## src/sv/cct_pkg.sv

```systemverilog
// shared constants, types and state codes for the contour circle test
`default_nettype none

package cct_pkg;

  localparam int unsigned MaxPoints = 4096;
  localparam int unsigned CoordBits = 12;
  localparam int unsigned TolBits   = 12;
  localparam int unsigned TolReset  = 20;

  localparam int unsigned AddrBits  = $clog2(MaxPoints);
  localparam int unsigned CountBits = AddrBits + 1;
  localparam int unsigned RadBits   = CoordBits - 1;
  localparam int unsigned PointBits = 2 * CoordBits;
  // radius plus tolerance plus one always fits here
  localparam int unsigned HiBits    = ((CoordBits > TolBits) ? CoordBits : TolBits) + 1;
  localparam int unsigned SqBits    = 2 * HiBits;
  localparam int unsigned SumBits   = 2 * CoordBits + 1;

  typedef logic [CoordBits-1:0] coord_t;
  typedef logic [SqBits-1:0]    sq_t;

  typedef struct packed {
    logic busy;
    logic miss;
  } chk_status_t;

  typedef enum logic [4:0] {
    ST_LOAD    = 5'b00001,
    ST_ROOTS   = 5'b00010,
    ST_SQUARES = 5'b00100,
    ST_CHECK   = 5'b01000,
    ST_EMIT    = 5'b10000
  } state_e;

endpackage

`default_nettype wire

```

## src/sv/cct_dist_check.sv

```systemverilog
// distance check pipeline: squared distance against the allowed ring bounds
`default_nettype none

module cct_dist_check (
  input  wire logic                          clk_i,
  input  wire logic                          rst_ni,
  input  wire logic                          pt_valid_i,
  input  wire logic [cct_pkg::PointBits-1:0] pt_data_i,
  input  wire cct_pkg::coord_t               center_x_i,
  input  wire cct_pkg::coord_t               center_y_i,
  input  wire cct_pkg::sq_t                  lo_sq_i,
  input  wire cct_pkg::sq_t                  hi_sq_i,
  output cct_pkg::chk_status_t               status_o
);

  cct_pkg::coord_t px, py;
  cct_pkg::coord_t dx_d, dy_d, dx_q, dy_q;
  logic            a_valid_q, b_valid_q;
  logic [2*cct_pkg::CoordBits-1:0] dxsq_q, dysq_q;
  logic [cct_pkg::SumBits-1:0]     sum;
  cct_pkg::sq_t                    sum_w;

  assign px = pt_data_i[cct_pkg::CoordBits-1:0];
  assign py = pt_data_i[cct_pkg::PointBits-1:cct_pkg::CoordBits];

  always_comb begin
    dx_d = (px >= center_x_i) ? (px - center_x_i) : (center_x_i - px);
    dy_d = (py >= center_y_i) ? (py - center_y_i) : (center_y_i - py);
  end

  always_ff @(posedge clk_i or negedge rst_ni) begin
    if (!rst_ni) begin
      a_valid_q <= 1'b0;
      b_valid_q <= 1'b0;
    end else begin
      a_valid_q <= pt_valid_i;
      b_valid_q <= a_valid_q;
    end
  end

  always_ff @(posedge clk_i) begin
    dx_q   <= dx_d;
    dy_q   <= dy_d;
    dxsq_q <= dx_q * dx_q;
    dysq_q <= dy_q * dy_q;
  end

  // floor(sqrt(s)) lies in [r-t, r+t] exactly when lo <= s < hi
  assign sum   = {1'b0, dxsq_q} + {1'b0, dysq_q};
  assign sum_w = cct_pkg::sq_t'(sum);

  assign status_o.busy = a_valid_q | b_valid_q;
  assign status_o.miss = b_valid_q & ((sum_w < lo_sq_i) | (sum_w >= hi_sq_i));

endmodule

`default_nettype wire

```

## config.mk

```make
export PLATFORM = sky130hd
export DESIGN_NAME = cct_dist_check
export DESIGN_NICKNAME = d
export VERILOG_FILES = /design/src/sv/cct_pkg.sv /design/src/sv/cct_dist_check.sv
export SDC_FILE = /design/constraint.sdc
export NUM_CORES = 1
export LEC_CHECK = 0
export ABC_AREA = 1
export BUFFER_PORTS_ARGS = -buffer_cell sky130_fd_sc_hd__buf_2
export CAP_MARGIN = 20
export CORE_ASPECT_RATIO = 0.75
export CORE_MARGIN = 2
export CORE_UTILIZATION = 50
export CTS_BUF_LIST = sky130_fd_sc_hd__clkbuf_4 sky130_fd_sc_hd__clkbuf_8
export DETAILED_ROUTE_END_ITERATION = 10
export PLACE_DENSITY = 0.68
export SLEW_MARGIN = 20
export SYNTH_ARGS = -nofsm -noshare
export SYNTH_HDL_FRONTEND = slang
export SYNTH_SLANG_ARGS = --single-unit
```

## constraint.sdc

```tcl
create_clock -name clk_i -period 11.8 [get_ports clk_i]
set_input_delay 1.77 -clock clk_i [delete_from_list [all_inputs] [get_ports clk_i]]
set_output_delay 1.77 -clock clk_i [all_outputs]
set_load 0.03 [all_outputs]
```

==> results.py <==
metrics = {
    "floorplanning": {
        "dieArea_um2": 31900,
        "coreArea_um2": 30100,
        "die_x_um": 205,
        "fp.dieH_um": 155,
        "pin_count": 105,
        "start_util_pct": 50.6,
        "num_rows": 55,
    },
    "clock_network": {
        "htree_levels": 3,
        "ctsResizeCount": 0,
        "tritoncts": "built",
        "ctsHoldBuffers": 0,
        "clock_path_buffers": 2,
        "cts_buffers": 9,
        "insertion_delay_ns": 0.38,
        "cts-root-buf": "clkbuf_8",
        "cts_sinks": 72,
        "clk_pin_slew_ns": 0.10,
        "cts_setup_buffers": 0,
    },
    "global_routing": {
        "grt_max_degree": 15,
        "grt_usage_pct": 22.5,
        "grt_pass1_wl_um": 58900,
        "grt_pass1_vias": 13107,
        "grt_overflow": 0,
        "antenna_found_initial": 1,
    },
    "logic_synthesis": {
        "ys_seq_area_share_pct": 9.54,
        "synth.area.top_cells": "fa_1 21%, ha_1 19%, inv_1 14%, nand2_1 14%, dfxtp_1 9.2%",
        "synthFlopType": "dfxtp_1",
        "synth_area_um2": 15200,
        "synth_async_sr_flop_share_pct": 2.78,
        "synthCells": 2180,
        "synth_fa_ha_area_share_pct": 40.7,
        "synthXorXnorAreaFrac_pct": 4.43,
        "yosys_warnings": 0,
        "synth_largest_area_cell": "fa_1",
        "synth_compound_area_share_pct": 8.00,
        "synth_area_per_cell_um2": 6.98,
        "synth_simple_gate_area_share_pct": 21.7,
        "yosysTopAreaCellShare_pct": 21.4,
        "synth_most_common_cell": "inv_1",
        "synth.area.mux_share_pct": 0,
        "synth_top_family_by_area": "adder cells",
        "synth.net_count": 2680,
        "ys_top_cells_by_count": "574 x inv_1, 550 x nand2_1, 234 x ha_1",
        "synth_enable_flop_cells": 0,
        "ys_seq_elements": 72,
        "synth_cell_type_count": 43,
    },
    "worst_setup_path": {
        "cp-end-kind": "output pin",
        "critPathMaxFanout": 6,
        "cp_data_arrival_time_ns": 3.42,
        "rr_worst_depth": 17,
        "reg2reg_to": "dxsq_q[23]",
        "r2r_slack_ns": 6.81,
        "timing.rr.start": "dx_q[2]",
        "critPathRequiredTime_ns": 10.03,
        "start_kind": "flop",
        "worstSetupPathType": "reg2out",
    },
    "sta": {
        "worst_pin_slew_ns": 0.784,
        "tns_ns": 0,
        "finClkSkew_ns": 0.0223,
        "hold_viol_final": 0,
        "slew_headroom_pct": 47.7,
        "min_period_over_period_pct": 44.0,
        "rsz0062_at_grt": "no",
        "finalCriticalPeriod_ns": 5.19,
        "report.final.slew_viol_count": 0,
        "setup_viol": 0,
        "fmax_mhz": 193,
    },
    "route": {
        "wl_um": 33600,
        "via_count": 13079,
        "avgRoutedWirePerCell_um": 12.6,
        "wl_met1_um": 16600,
        "dr_wl_met2_um": 14800,
        "drt_iter0_drc": 899,
        "ant_nets": 0,
        "viasPerCell": 4.91,
        "firstDrtPassIters": 6,
        "wl_met3_um": 1670,
        "drc": 0,
        "top_layer": "met4",
    },
    "status": {
        "run_status": "complete, no violations",
    },
    "place": {
        "port-buffer-count": 104,
        "gp_congestion": 0.944,
        "dp_hpwl_um": 29500,
    },
    "run": {
        "maxCapViolCount": 0,
    },
    "worst_hold_path": {
        "hold_end": "b_valid_q",
        "worstHoldStart": "a_valid_q",
        "min_path_cells": 0,
        "hp-class": "reg2reg",
    },
    "finish": {
        "fillers": 2976,
        "final_layout_size_suffix_gt1_share_pct": 6.50,
        "regArea_um2": 1450,
        "multi_input_area_um2": 11400,
        "nNetsFinal": 2757,
        "areaGrowthSynthToFinish_pct": 6.81,
    },
}
==> metrics by stage <==
step                cell area [µm²]  hold WS [ns]  util [%]  std cells  setup slack, ns
detailed placement            16000         0.366      53.3       2645             6.81
floorplan                     15200         0.346         -       2180             7.02
CTS                           16200         0.389      54.0       2661             6.63
finish                        16300         0.381      54.0       2662             6.61
global placement              16000         0.359      53.3       2645             6.81
global route                  16300         0.406      54.0       2662             6.33
==> flip-flops by register name, indices dropped and copies added, names as in the netlist <==
name       cells
dx_q          12
dy_q          12
dxsq_q        23
a_valid_q      1
dysq_q        23
b_valid_q      1
==> cells in the final DEF (no fill, tap or decap), types with 28 or more instances in the layout <==
| cell type | instances |
|---|---|
| nand2_1 | 550 |
| nor2_1 | 116 |
| buf_2 | 104 |
| a21oi_1 | 108 |
| nand3_1 | 81 |
| o21ai_0 | 41 |
| fa_1 | 163 |
| inv_1 | 574 |
| dfxtp_1 | 70 |
| xor2_1 | 54 |
| ha_1 | 234 |
| nand4_1 | 28 |
==> per-layer routing <==
layer  GRT usage [%]  vias to the layer above
li1                -                     6714
met1            31.7                     6023
met2            37.1                      304
met3            2.64                       38
met4            4.83                        0
met5               0                        -
==> kinds of logic (layout without fill, tap and decap cells) <==
kind of cell / after synthesis / count (layout)
flip-flops: 72 / 72
AND/OR/NAND/NOR: 808 / 808
adder cells (fa/ha/maj): 397 / 397
other: 0 / 1
XOR/XNOR: 77 / 77
AO/OA/AOI/OAI: 210 / 210
buffers and inverters: 616 / 698
==> area by class of cell <==
class	count	area share (%)
Clock buffer	10	0.808
Timing Repair Buffer	104	3.20
Tap cell	399	3.07
Inverter	578	13.3
Sequential cell	72	8.93
Clock inverter	6	0.570
Multi-Input combinational cell	1492	70.1
Antenna cell	1	0.0154
==> how the worst max path moves through the flow <==
stage                      startpoint           to  slack, ns  cells after the start
after global routing        dxsq_q[8]  status_o[0]       6.33                     19
after detailed placement  hi_sq_i[13]  status_o[0]       6.81                     12
after CTS                   dxsq_q[8]  status_o[0]       6.63                     19
after floorplan           lo_sq_i[17]  status_o[0]       7.02                     10
after global placement    hi_sq_i[13]  status_o[0]       6.81                     12
final                      dxsq_q[22]  status_o[0]       6.61                     19
==> critical path, cell delays in order, from the launching register on <==
cell	delay [ns]
dfxtp_1	0.31
ha_1	0.43
inv_1	0.14
nor3_1	0.35
nand2_1	0.08
nor2_1	0.09
nand2_1	0.08
nand4_1	0.11
nand2_1	0.13
ha_1	0.32
nand2_1	0.05
nor2_1	0.13
nand4_1	0.16
nor2_1	0.16
nand2_1	0.07
inv_1	0.05
nor2_1	0.04
nor2_1	0.11
nor2_1	0.05
buf_2	0.17
Power is not shown: default switching activity piles up to over one toggle a cycle in this logic, so the estimate is an artifact.
